<file path="src/sv/rch_pkg.sv">
// Shared types, sizes and codes for the RGB color histogram.
package rch_pkg;

    localparam int MAX_BINS    = 16;
    localparam int MIN_BINS    = 10;
    localparam int COUNT_WIDTH = 32;
    localparam int STORE_DEPTH = MAX_BINS * MAX_BINS * MAX_BINS;
    localparam int ADDR_W      = $clog2(STORE_DEPTH);

    // field widths
    localparam int CHAN_W      = 8;
    localparam int IDX_W       = 12;
    localparam int OUT_COUNT_W = 32;
    localparam int BINS_W      = 5;

    // quantizer: ten levels per channel, 0..9
    localparam int LEVEL_W   = 4;
    localparam int LEVEL_MAX = 9;
    localparam int T1_MAX    = LEVEL_MAX + MAX_BINS * LEVEL_MAX;
    localparam int T1_W      = $clog2(T1_MAX + 1);
    localparam int SUM_MAX   = LEVEL_MAX + MAX_BINS * T1_MAX;
    localparam int SUM_W     = $clog2(SUM_MAX + 1);

    localparam logic [BINS_W-1:0]      BINS_RESET = BINS_W'(MIN_BINS);
    localparam logic [COUNT_WIDTH-1:0] COUNT_MAX  = {COUNT_WIDTH{1'b1}};

    localparam logic MODE_ACCUM = 1'b0;
    localparam logic MODE_READ  = 1'b1;

    typedef struct packed {
        logic              mode;
        logic [CHAN_W-1:0] red;
        logic [CHAN_W-1:0] green;
        logic [CHAN_W-1:0] blue;
        logic [IDX_W-1:0]  read_index;
    } in_item_t;

    typedef struct packed {
        logic [IDX_W-1:0]       bin_index;
        logic [OUT_COUNT_W-1:0] bin_count;
    } out_item_t;

    // bin request from the index stage to the update stage
    typedef struct packed {
        logic             valid;
        logic             mode;
        logic [IDX_W-1:0] idx;
        logic             in_range;
    } bin_req_t;

endpackage

</file>
<file path="src/sv/rch_index.sv">
// Bin index stage: quantizes RGB and forms qr + B*(qg + B*qb) over two steps.
module rch_index
    import rch_pkg::*;
(
    input  logic              aclk,
    input  logic              aresetn,
    input  logic              in_valid,
    output logic              in_ready,
    input  in_item_t          in_item,
    input  logic [BINS_W-1:0] bins_cfg,
    output bin_req_t          req,
    input  logic              req_ready
);

    // (v*10)>>8, i.e. floor(v/25.6)
    function automatic logic [LEVEL_W-1:0] quantize(input logic [CHAN_W-1:0] v);
        logic [CHAN_W+3:0] prod;
        prod = {1'b0, v, 3'b000} + {3'b000, v, 1'b0};
        return prod[CHAN_W+3 -: LEVEL_W];
    endfunction

    logic [BINS_W-1:0]  b_eff;
    logic [LEVEL_W-1:0] qr, qg, qb;
    logic [T1_W-1:0]    t1_next;
    logic [SUM_W-1:0]   sum;

    logic               v1_reg;
    logic               mode1_reg;
    logic [LEVEL_W-1:0] qr1_reg;
    logic [T1_W-1:0]    t1_reg;
    logic [IDX_W-1:0]   ridx1_reg;

    always_comb begin
        priority if (bins_cfg < BINS_W'(MIN_BINS)) begin
            b_eff = BINS_W'(MIN_BINS);
        end else if (bins_cfg > BINS_W'(MAX_BINS)) begin
            b_eff = BINS_W'(MAX_BINS);
        end else begin
            b_eff = bins_cfg;
        end
    end

    assign qr      = quantize(in_item.red);
    assign qg      = quantize(in_item.green);
    assign qb      = quantize(in_item.blue);
    assign t1_next = T1_W'(T1_W'(b_eff) * T1_W'(qb)) + T1_W'(qg);

    assign in_ready = !v1_reg || req_ready;

    always_ff @(posedge aclk) begin
        if (!aresetn) begin
            v1_reg <= 1'b0;
        end else if (in_ready) begin
            v1_reg <= in_valid;
        end
        if (in_ready && in_valid) begin
            mode1_reg <= in_item.mode;
            qr1_reg   <= qr;
            t1_reg    <= t1_next;
            ridx1_reg <= in_item.read_index;
        end
    end

    // second multiply feeds the RAM read address, registered there
    assign sum = SUM_W'(SUM_W'(b_eff) * SUM_W'(t1_reg)) + SUM_W'(qr1_reg);

    always_comb begin
        req.valid = v1_reg;
        req.mode  = mode1_reg;
        if (mode1_reg == MODE_READ) begin
            req.idx      = ridx1_reg;
            req.in_range = 32'(ridx1_reg) < STORE_DEPTH;
        end else begin
            req.idx      = IDX_W'(sum);
            req.in_range = 32'(sum) < STORE_DEPTH;
        end
    end

endmodule

</file>
<file path="config.mk">
export PLATFORM = sky130hd
export DESIGN_NAME = rch_index
export DESIGN_NICKNAME = d
export VERILOG_FILES = /design/src/sv/rch_pkg.sv /design/src/sv/rch_index.sv
export SDC_FILE = /design/constraint.sdc
export NUM_CORES = 1
export LEC_CHECK = 0
export BUFFER_PORTS_ARGS = -buffer_cell sky130_fd_sc_hd__buf_2
export CORE_MARGIN = 2
export CORE_UTILIZATION = 45
export DETAILED_ROUTE_END_ITERATION = 12
export GPL_TIMING_DRIVEN = 1
export PLACE_DENSITY = 0.75
export RECOVER_POWER = 50
export REMOVE_ABC_BUFFERS = 1
export SETUP_SLACK_MARGIN = 0.1
export SLEW_MARGIN = 20
export SYNTH_ARGS = -nofsm -noshare
export SYNTH_HDL_FRONTEND = slang
export SYNTH_SLANG_ARGS = --single-unit
</file>
<file path="constraint.sdc">
create_clock -name aclk -period 6.3 [get_ports aclk]
set_input_delay 1.26 -clock aclk [delete_from_list [all_inputs] [get_ports aclk]]
set_output_delay 1.26 -clock aclk [all_outputs]
set_load 0.02 [all_outputs]
</file>
Word-level counts from Yosys, hierarchy flattened. Index checks and enable logic that the tools add are counted.

Output and inout port bits: 16. Input bits: 46. Word-level logic and storage cells: 20. Bits in registers: 26.

Multiply operators: 2. Reduce and logical (&&, ||, !) cells: 3. $lt $le $gt $ge: 2. $add $sub $neg: 5. Muxes and demuxes: 3.

Operators by type and width (count): $add A11 B9 Y12 (3); $mux W13 (1); $add A12 B4 Y12 (1); $mul A5 B8 Y12 (1); $mux W5 (2); $add A8 B4 Y8 (1); $mul A5 B4 Y8 (1); $gt A5 B5 Y1 const B (1); $lt A5 B4 Y1 const B (1); $logic_and A1 B1 Y1 (1); $logic_not A1 Y1 (1); $logic_or A1 B1 Y1 (1).

Longest topological paths before layout. Gate-level depths: netlist (run 1).

Depth in word-level cells: 6. Depth in mapped cells: 18.

Worst setup path after synthesis (run 1). No wires, ideal clock.

Kind: in2out. Start point: input port bins_cfg[3]. End point: output port req[11] in the netlist's numbering. Arrival time: 4.931 ns. Buffers on the path: 1. Data required time: 5.040 ns. Setup slack: 0.109 ns. Stages: 15. Path through: nor2b_1 > clkbuf_1 > nand2_1 > nor2_1 > nor2_1 > and2_1 > fa_1 > ha_1 > fa_1 > fa_1 > a21oi_1 > o211ai_1 > a31oi_1 > xor2_1 > o21ai_0.

RTL lines: start, declared (line rch_index.sv:10) `input logic [BINS_W-1:0] bins_cfg,`; end, declared (line rch_index.sv:11) `output bin_req_t req,`.

==> metrics.txt, run 1 <==
first-pass GRT wire length 11.67 mm; max-cap violations 1; number of fillers in the final layout 673; hold crit path type register to register; std cell rows 32; period utilization 96.07%; Sink Count 26; reg2reg start v1_reg; Iteration-0 DRC Markers 70; hpwl dp 5.602 mm; antenna-violating nets left 0; LEAKAGE 0.002106 uW; Seq cells post-synth 26; vias in the first global route 2700; most common cell after layout, fill and taps aside buf_2; slew margin rel. -8.647%; unrepaired setup endpoints after global routing yes; Tot Pwr 1063 uW; CP Max Fanout 5; Worst Hold Path EP v1_reg; IO Port Bufs 60; mapped cell area 3520 sq um; final core utilization 54.61%; nets 574; CTS buffer count 3; Clock Latency Late Sink 0.28 ns; DRC 0; Core Region 7647 sq um; post-DR wirelength/cell 12.49 um; Final min period 6.053 ns; placer congestion estimate 0.8697; vias per cell 5.119; Top FF cell, synth edfxtp_1; Area Overhead vs Synth 18.66%; register area share after synthesis 21.90%; antenna violations before repair 0; Mean Syn Cell Area 9.436 sq um; Setup Crit Path Kind input port to primary output; Total GRT Usage 16.59%; Post-synth ARST share 0%; routed via count 2785; reg2reg end t1_reg[5]; Reg2Reg Depth 2; DIE HEIGHT 92.44 um; crit path DAT 4.79 ns; R2R setup slack 4.25 ns; area leader, netlist edfxtp_1; Post-Syn Instances 373; worst slew pin tran 1.629 ns; Cell Pwr Density 254.5 nW/um^2; Bufs on Longest Clock Path 2; status complete, but fails checks; top cells by area, synth edfxtp_1 21%, ha_1 20%, fa_1 16%, inv_1 6.2%, and2_1 3.9%; largest net degree at the start of global routing 26; CTS tree yes; htree depth 1; DIE AREA 8545 sq um; violated checks capacitance limit, slew limit; commonest cells after routing, fill and taps aside 59 x buf_2, 58 x inv_1, 52 x ha_1; layout cells sized above 1 23.30%; Final setup viols 0; Starting Density 46.02%; Remaining Overflow, GRT 0; Die X 92.44 um; fmax 165.2 MHz; Ports 62; crit end category primary output; Peak supply drop 120.4 uV; Worst setup SP type input port; Post-synth EDFFs 25; Yosys cell types 45; Hold Vio Cnt, Final 0; hold depth 2; top cell type's share of synthesized area 21.33%; hold_sp v1_reg; max reg flops 12; # diodes 0; Slew Viols, Final 26; root buffer cell clkbuf_8; Post-Route WL 6.796 mm; Fin Clk Skew 0.01304 ns; YS warnings 0; CP Data Required Time 5.04 ns; TritonRoute pass-1 iters 4; CTS clk-pin slew, worst paths 0.09 ns
[stage by stage]
| stage | worst slack, ns | cells | cell area, sq um | hold slack, ns | setup TNS (ns) |
|---|---|---|---|---|---|
| after detailed placement | -0.1135 | 539 | 4000 | 0.5240 | -0.1992 |
| after global placement | 0.07996 | 539 | 4000 | 0.4962 | 0 |
| after CTS | 0.1115 | 544 | 4096 | 0.5366 | 0 |
| final | 0.2475 | 544 | 4177 | 0.5402 | 0 |
| after global routing | 0.07663 | 544 | 4177 | 0.5902 | 0 |
| after floorplan | 0.1185 | 364 | 3475 | 0.7496 | 0 |
[worst max-delay path by stage]
stage                           start      end  slack, ns  depth (start not counted)
after global routing      bins_cfg[4]   req[8]       0.08                         16
after global placement    bins_cfg[3]  req[12]       0.08                         18
after detailed placement  bins_cfg[3]  req[10]      -0.11                         18
after CTS                 bins_cfg[3]  req[10]       0.11                         18
after floorplan           bins_cfg[3]  req[11]       0.12                         14
final                     bins_cfg[4]  req[10]       0.25                         16
[routing by layer]
metal / vias up / track usage [%] / share of wire, %
met5: - / 0 / 0
met4: 0 / 2.736 / 0.43
met3: 4 / 2.441 / 3.7
met2: 51 / 29.50 / 51
met1: 1324 / 21.75 / 45
li1: 1406 / - / -
[critical path, stage by stage]
cell and delay [ns]:
buf_2 0.13, nor2b_4 0.15, nand2_1 0.09, nor2_1 0.14, nor2_2 0.08, and2_1 0.18
fa_1 0.45, ha_1 0.32, fa_1 0.54, ha_1 0.35, a211oi_2 0.32, o21bai_4 0.12
a31oi_4 0.21, nor4b_2 0.07, a211o_1 0.22, buf_2 0.16
[cells by family (layout without fill, tap and decap cells)]
family	after synthesis	count (layout)	synth area share (%)
fa+ha+maj	85	85	36.40
buf+inv	67	136	7.465
xor+xnor	19	19	5.332
compound gates	63	63	11.95
flops	26	26	21.90
other cells	1	1	0.1065
mux	5	5	1.564
simple gates	107	107	15.29
[repair_timing]
item / in CTS / in global routing
buffers inserted: 1 / 0
endpoints found under the setup margin: 6 / 6
hold buffers: 0 / 0
pin swaps: 2 / 4
gates resized for setup: 5 / 18
[cells in the mapped netlist, types with 2 or more instances]
library cell / instances
o21ai_0: 18
and3_1: 8
nor2_1: 23
o211ai_1: 4
fa_1: 29
nor2b_1: 8
clkbuf_1: 5
nand2b_1: 4
nor3_1: 4
edfxtp_1: 25
and2_1: 22
xnor2_1: 10
nand3_1: 4
nand2_1: 27
a21o_1: 4
a31oi_1: 5
a211oi_1: 5
a22o_1: 2
mux2_2: 4
ha_1: 56
buf_4: 3
o21bai_1: 3
xor2_1: 7
or3_1: 2
a211o_1: 2
inv_1: 58
a21oi_1: 13
[power breakdown]
part | internal (uW) | switching, uW | total [uW]
Combinational | 305 | 380 | 685
Clock | 85.1 | 59.1 | 144
Sequential | 218 | 16.0 | 234
[layout make-up]
class / count / area (sq um) / area share, %
Clock buffer: 3 / 41.29 / 0.9886
Clock inverter: 1 / 30.03 / 0.7190
Multi-Input combinational cell: 280 / 2585 / 61.89
Tap cell: 102 / 127.6 / 3.056
Timing Repair Buffer: 74 / 404.1 / 9.676
Sequential cell: 26 / 770.7 / 18.45
Inverter: 58 / 217.7 / 5.213
No activity file was read; power rests on OpenSTA's default activity.
==> run 2, diff against run 1 <==
==> constraint.sdc (replaced) <==
create_clock -name aclk -period 6.3 [get_ports aclk]
set_input_delay 1.89 -clock aclk [delete_from_list [all_inputs] [get_ports aclk]]
set_output_delay 1.89 -clock aclk [all_outputs]
set_load 0.02 [all_outputs]
==> metrics.txt, run 2 (synthesis gave the netlist of run 1 again) <==
Remaining Overflow, GRT 0 (unchanged); number of fillers in the final layout 588 (-13%); period utilization 114.6% (+19 points); Bufs on Longest Clock Path 2 (unchanged); TritonRoute pass-1 iters 4 (unchanged); max reg flops 12 (unchanged); met2 Track Usage GR 33.88% (+4.4 points); Slew Viols, Final 26 (unchanged); post-DR wirelength/cell 15.64 um (+25%); largest net degree at the start of global routing 26 (unchanged); crit end category primary output; Cell Pwr Density 274.6 nW/um^2 (+7.9%); fmax 138.5 MHz (-16%); worst slew pin tran 1.672 ns (+0.04315 ns); Final min period 7.221 ns (+1.168 ns); placer congestion estimate 0.9198 (+5.8%); reg2reg start v1_reg; final worst slack -0.9206 ns (-1.168 ns); layout cells sized above 1 39.29% (+16 points); max-cap violations 1 (unchanged); violated checks capacitance limit, slew limit, setup timing; hpwl dp 5.922 mm (+5.7%); # diodes 0 (unchanged); DP Area 4143 sq um (+3.6%); vias per cell 5.237 (+2.3%); Peak supply drop 149.5 uV (+24%); slew margin rel. -11.52% (-2.9 points); met3 Track Usage GR 2.522% (+0.081 points); CTS clk-pin slew, worst paths 0.09 ns (about the same); Final TNS setup -6.824 ns (-6.824 ns); GRT busiest layer met2; Reg2Reg Depth 2 (unchanged); Buf+Inv Stages, Crit Path 2 (unchanged); nets 613 (+6.8%); Crit. path cell count 16 (unchanged); Core Region 7647 sq um (unchanged); Starting Density 46.02% (unchanged); Post-Route WL 9.121 mm (+34%); final core utilization 62.81% (+8.2 points); DIE AREA 8545 sq um (unchanged); met1 Use GR 26.28% (+4.5 points); crit-path max cell delay 0.59 ns (+0.05 ns); Final setup viols 9 (+9); Die X 92.44 um (unchanged); R2R setup slack 4.22 ns (-0.03 ns); antenna violations before repair 0 (unchanged); htree depth 1 (unchanged); root buffer cell clkbuf_8; IO Port Bufs 60 (unchanged); Clock Latency Late Sink 0.29 ns (about the same); Sink Count 26 (unchanged); antenna-violating nets left 0 (unchanged); Worst setup SP type input port; Ports 62 (unchanged); Worst path slowest cell fa_2; Total GRT Usage 20.12% (+3.5 points); first-pass GRT wire length 13.96 mm (+20%); most common cell after layout, fill and taps aside buf_4; Min Hold Slack 0.5438 ns (+0.003551 ns); std cell rows 32 (unchanged); Setup Crit Path Kind input port to primary output; routed via count 3053 (+9.6%); unrepaired setup endpoints after global routing yes; CTS tree yes; Tot Pwr 1319 uW (+24%); vias in the first global route 3128 (+16%); Worst Hold Path EP v1_reg; DRC 0 (unchanged); Iteration-0 DRC Markers 170 (+140%); hold_buf cts 0 (unchanged); crit-path leading delay family adder cells; hold depth 2 (unchanged); crit-path cells buf_8, nor2b_4, nand2_2, nor2_4, nor2_4, and2_4, fa_1, ha_4, fa_2, ha_4, a211oi_4, o21bai_2, a31oi_2, nor4b_2, a211o_1, buf_6; post-route cell area 4803 sq um (+15%); crit path DAT 5.33 ns (+0.54 ns); Area Overhead vs Synth 36.47%; DIE HEIGHT 92.44 um (unchanged); LEAKAGE 0.002308 uW (+9.6%); status complete, but fails checks; Hold Vio Cnt, Final 0 (unchanged); CP Data Required Time 4.41 ns (-0.63 ns); CP Max Fanout 7 (+2); Fin Clk Skew 0.02187 ns (+0.008826 ns); hold_sp v1_reg; reg2reg end t1_reg[5]; hold crit path type register to register; commonest cells after routing, fill and taps aside 53 x buf_4, 48 x buf_2, 47 x inv_1; CTS buffer count 3 (unchanged)
-- run 2: worst max path at each step --
stage                 from      end  slack, ns
2_1_floorplan  bins_cfg[3]  req[11]      -1.14
3_3_place_gp   bins_cfg[3]  req[12]      -1.17
3_5_place_dp   bins_cfg[4]  req[10]      -1.25
4_1_cts        bins_cfg[4]  req[10]      -0.82
5_1_grt        bins_cfg[4]  req[12]      -1.06
6_report       bins_cfg[4]  req[10]      -0.92
-- run 2: worst register-to-register path: cells and delay by family (launching register included) --
family | cells | cell delay, ns
flops | 1 | 0.32
simple gates | 2 | 1.36
-- run 2: through the flow --
step | worst slack [ns] | std cells
after global routing | -1.055 | 583
after CTS | -0.8242 | 583
final | -0.9206 | 583
after detailed placement | -1.251 | 558
after global placement | -1.168 | 558
after floorplan | -1.142 | 364
-- run 2: layout make-up --
| type | instances | area, sq um | share of cell area (%) |
|---|---|---|---|
| Multi-Input combinational cell | 280 | 2846 | 59.26 |
| Sequential cell | 26 | 770.7 | 16.05 |
| Timing Repair Buffer | 113 | 769.5 | 16.02 |
| Inverter | 58 | 217.7 | 4.532 |
| Tap cell | 102 | 127.6 | 2.657 |
| Clock buffer | 3 | 41.29 | 0.8596 |
| Clock inverter | 1 | 30.03 | 0.6252 |
-- run 2: power breakdown --
part | switching, uW | internal [uW] | leakage, uW | total (uW)
sequential | 19.9 | 218 | 0.000251 | 238
clock | 61.3 | 85.2 | 0.0000357 | 146
combinational | 475 | 459 | 0.00202 | 934
total | 556 | 763 | 0.00231 | 1320
-- run 2: what timing repair did --
item | CTS | global route
pin swaps | 47 | 41
endpoints found under the setup margin | 10 | 16
hold endpoints to repair | 0 | 0
buffers inserted | 21 | 7
resized for setup | 65 | 38
-- run 2: per-layer routing --
layer	part of all wire, %	routed length, um
met2	52	4711
met3	3.2	293
met4	3.3	297
met5	0	0
met1	42	3819
==> run 3, diff against run 2 <==
--- a/config.mk
+++ b/config.mk
@@ -6,6 +6,7 @@
 export NUM_CORES = 1
 export LEC_CHECK = 0
 export BUFFER_PORTS_ARGS = -buffer_cell sky130_fd_sc_hd__buf_2
+export CORE_ASPECT_RATIO = 1.2
 export CORE_MARGIN = 2
 export CORE_UTILIZATION = 45
 export DETAILED_ROUTE_END_ITERATION = 12
@@ -18,3 +19,4 @@
 export SYNTH_ARGS = -nofsm -noshare
 export SYNTH_HDL_FRONTEND = slang
 export SYNTH_SLANG_ARGS = --single-unit
+export TNS_END_PERCENT = 20
==> metrics.txt, run 3 (synthesis gave the netlist of run 1 again) <==
CTS buffer count 3 (unchanged); most frequent cell on the critical path fa_1; TritonRoute pass-1 iters 4 (unchanged); Remaining Overflow, GRT 0 (unchanged); CTS clk-pin slew, worst paths 0.10 ns (about the same); period utilization 113.4% (-1.2 points); crit end category primary output; Iteration-0 DRC Markers 81 (-52%); Slew Viols, Final 26 (unchanged); DIE AREA 8548 sq um (about the same); most common cell after layout, fill and taps aside buf_2; Starting Density 46.19% (+0.17 points); CP Data Required Time 4.41 ns (about the same); Die X 84.74 um (-8.3%); CP Launch Point bins_cfg[3]; worst slew pin tran 1.640 ns (-0.03150 ns); number of fillers in the final layout 634 (+7.8%); fmax 140.0 MHz (+1.1%); placer congestion estimate 0.8261 (-10%); CTS tree yes; Ports 62 (unchanged); reg2reg start v1_reg; std cell rows 35 (+9.4%); Clock Latency Late Sink 0.28 ns (about the same); vias per cell 5.180 (-1.1%); vias in the first global route 3025 (-3.3%); crit-path cells buf_6, nor2b_4, buf_6, and3_4, fa_1, inv_1, fa_1, fa_1, inv_2, ha_4, a21oi_4, buf_4, o211ai_1, a21oi_1, xor2_1, o21ai_1, buf_2; commonest cells after routing, fill and taps aside 53 x buf_2, 51 x inv_1, 44 x ha_1; Area Overhead vs Synth 30.89%; Cell Pwr Density 271.8 nW/um^2 (-1.0%); htree depth 1 (unchanged); routed via count 2901 (-5.0%); final core utilization 60.46% (-2.4 points); hold_buf cts 0 (unchanged); hpwl dp 5.959 mm (+0.63%); antenna-violating nets left 0 (unchanged); Bufs on Longest Clock Path 2 (unchanged); CP Max Fanout 5 (-2); Worst setup SP type input port; Peak supply drop 263.5 uV (+76%); unrepaired setup endpoints after global routing yes; Setup Crit Path Kind input port to primary output; final worst slack -0.8421 ns (+0.07855 ns); crit path DAT 5.25 ns (-0.08 ns); Final min period 7.142 ns (-0.07855 ns); Total GRT Usage 18.28% (-1.8 points); slew margin rel. -9.423% (+2.1 points); IO Port Bufs 60 (unchanged); worst setup path end req[9]; hold crit path type register to register; largest net degree at the start of global routing 26 (unchanged); Core Region 7620 sq um (-0.36%); Sink Count 26 (unchanged); Final setup viols 9 (unchanged); nets 600 (-2.1%); violated checks capacitance limit, slew limit, setup timing; crit-path max cell delay 0.56 ns (-0.03 ns); first-pass GRT wire length 12.81 mm (-8.2%); root buffer cell clkbuf_8; layout cells sized above 1 34.19% (-5.1 points); Fin Clk Skew 0.002464 ns (-0.01940 ns); LEAKAGE 0.002237 uW (-3.1%); reg2reg end ridx1_reg[7]; Reg2Reg Depth 2 (unchanged); R2R setup slack 4.25 ns (+0.03 ns); Worst path slowest cell fa_1; max-cap violations 1 (unchanged); Post-Route WL 7.642 mm (-16%); # diodes 0 (unchanged); DIE HEIGHT 100.9 um (+9.1%); post-DR wirelength/cell 13.65 um (-13%); DRC 0 (unchanged); status complete, but fails checks; Hold Vio Cnt, Final 0 (unchanged); max reg flops 12 (unchanged); antenna violations before repair 0 (unchanged); Setup Slack @ Placement -1.355 ns (-0.1038 ns); Final TNS setup -5.980 ns (+0.8448 ns)
-- run 3: cell types whose count changed in the layout (fill, tap and decap cells not counted), moves of 4 or more --
cell / before / now
buf_2: 48 / 53
buf_4: 53 / 37
inv_1: 47 / 51
inv_2: 11 / 7
o21ai_0: 8 / 12
-- run 3: final cells by class --
| class | instances | area, sq um | share of cell area [%] |
|---|---|---|---|
| clock buffer | 3 | 41.29 | 0.8963 |
| timing repair buffer | 100 | 651.9 | 14.15 |
| clock inverter | 1 | 30.03 | 0.6518 |
| multi-input combinational | 280 | 2780 | 60.35 |
| inverter | 58 | 217.7 | 4.726 |
| tap | 92 | 115.1 | 2.499 |
| sequential | 26 | 770.7 | 16.73 |
-- run 3: worst min path at each step --
stage | end | cells past startpoint | start
2_1_floorplan | v1_reg | 2 | v1_reg
3_3_place_gp | v1_reg | 2 | v1_reg
3_5_place_dp | v1_reg | 2 | v1_reg
4_1_cts | v1_reg | 2 | v1_reg
5_1_grt | v1_reg | 2 | v1_reg
6_report | v1_reg | 2 | v1_reg
-- run 3: through the flow --
stage	power (uW)	area [sq um]	hold WS, ns	cells
6_report	1252	4607	0.5370	560
3_5_place_dp	938.5	4145	0.5243	550
2_1_floorplan	679.3	3475	0.7496	364
3_3_place_gp	909.3	4145	0.4958	550
5_1_grt	1351	4607	0.6062	560
4_1_cts	1198	4526	0.5365	559
-- run 3: worst max-delay path, delay by kind of cell --
family / cells / cell delay, ns
xor+xnor: 1 / 0.16
buf+inv: 6 / 0.63
fa+ha+maj: 4 / 1.81
compound gates: 4 / 0.47
simple gates: 2 / 0.28
-- run 3: power by group --
group / switching [uW] / leakage, uW / total [uW] / internal [uW]
combinational: 436 / 0.00195 / 866 / 430
clock: 62.0 / 0.0000357 / 147 / 85.2
sequential: 20.5 / 0.000251 / 239 / 218
total: 519 / 0.00224 / 1250 / 733
-- run 3: per-layer routing --
metal	global-route usage (%)	up-vias	wire, um
li1	-	1445	-
met1	19.93	1379	3021
met2	36.46	63	4218
met3	1.720	14	229
met4	6.105	0	172
met5	0	-	0
-- run 3: what timing repair did --
| action | CTS | global route |
|---|---|---|
| pin swaps | 41 | 29 |
| buffers inserted | 5 | 1 |
| endpoints found under the setup margin | 10 | 11 |
| resized for setup | 58 | 18 |
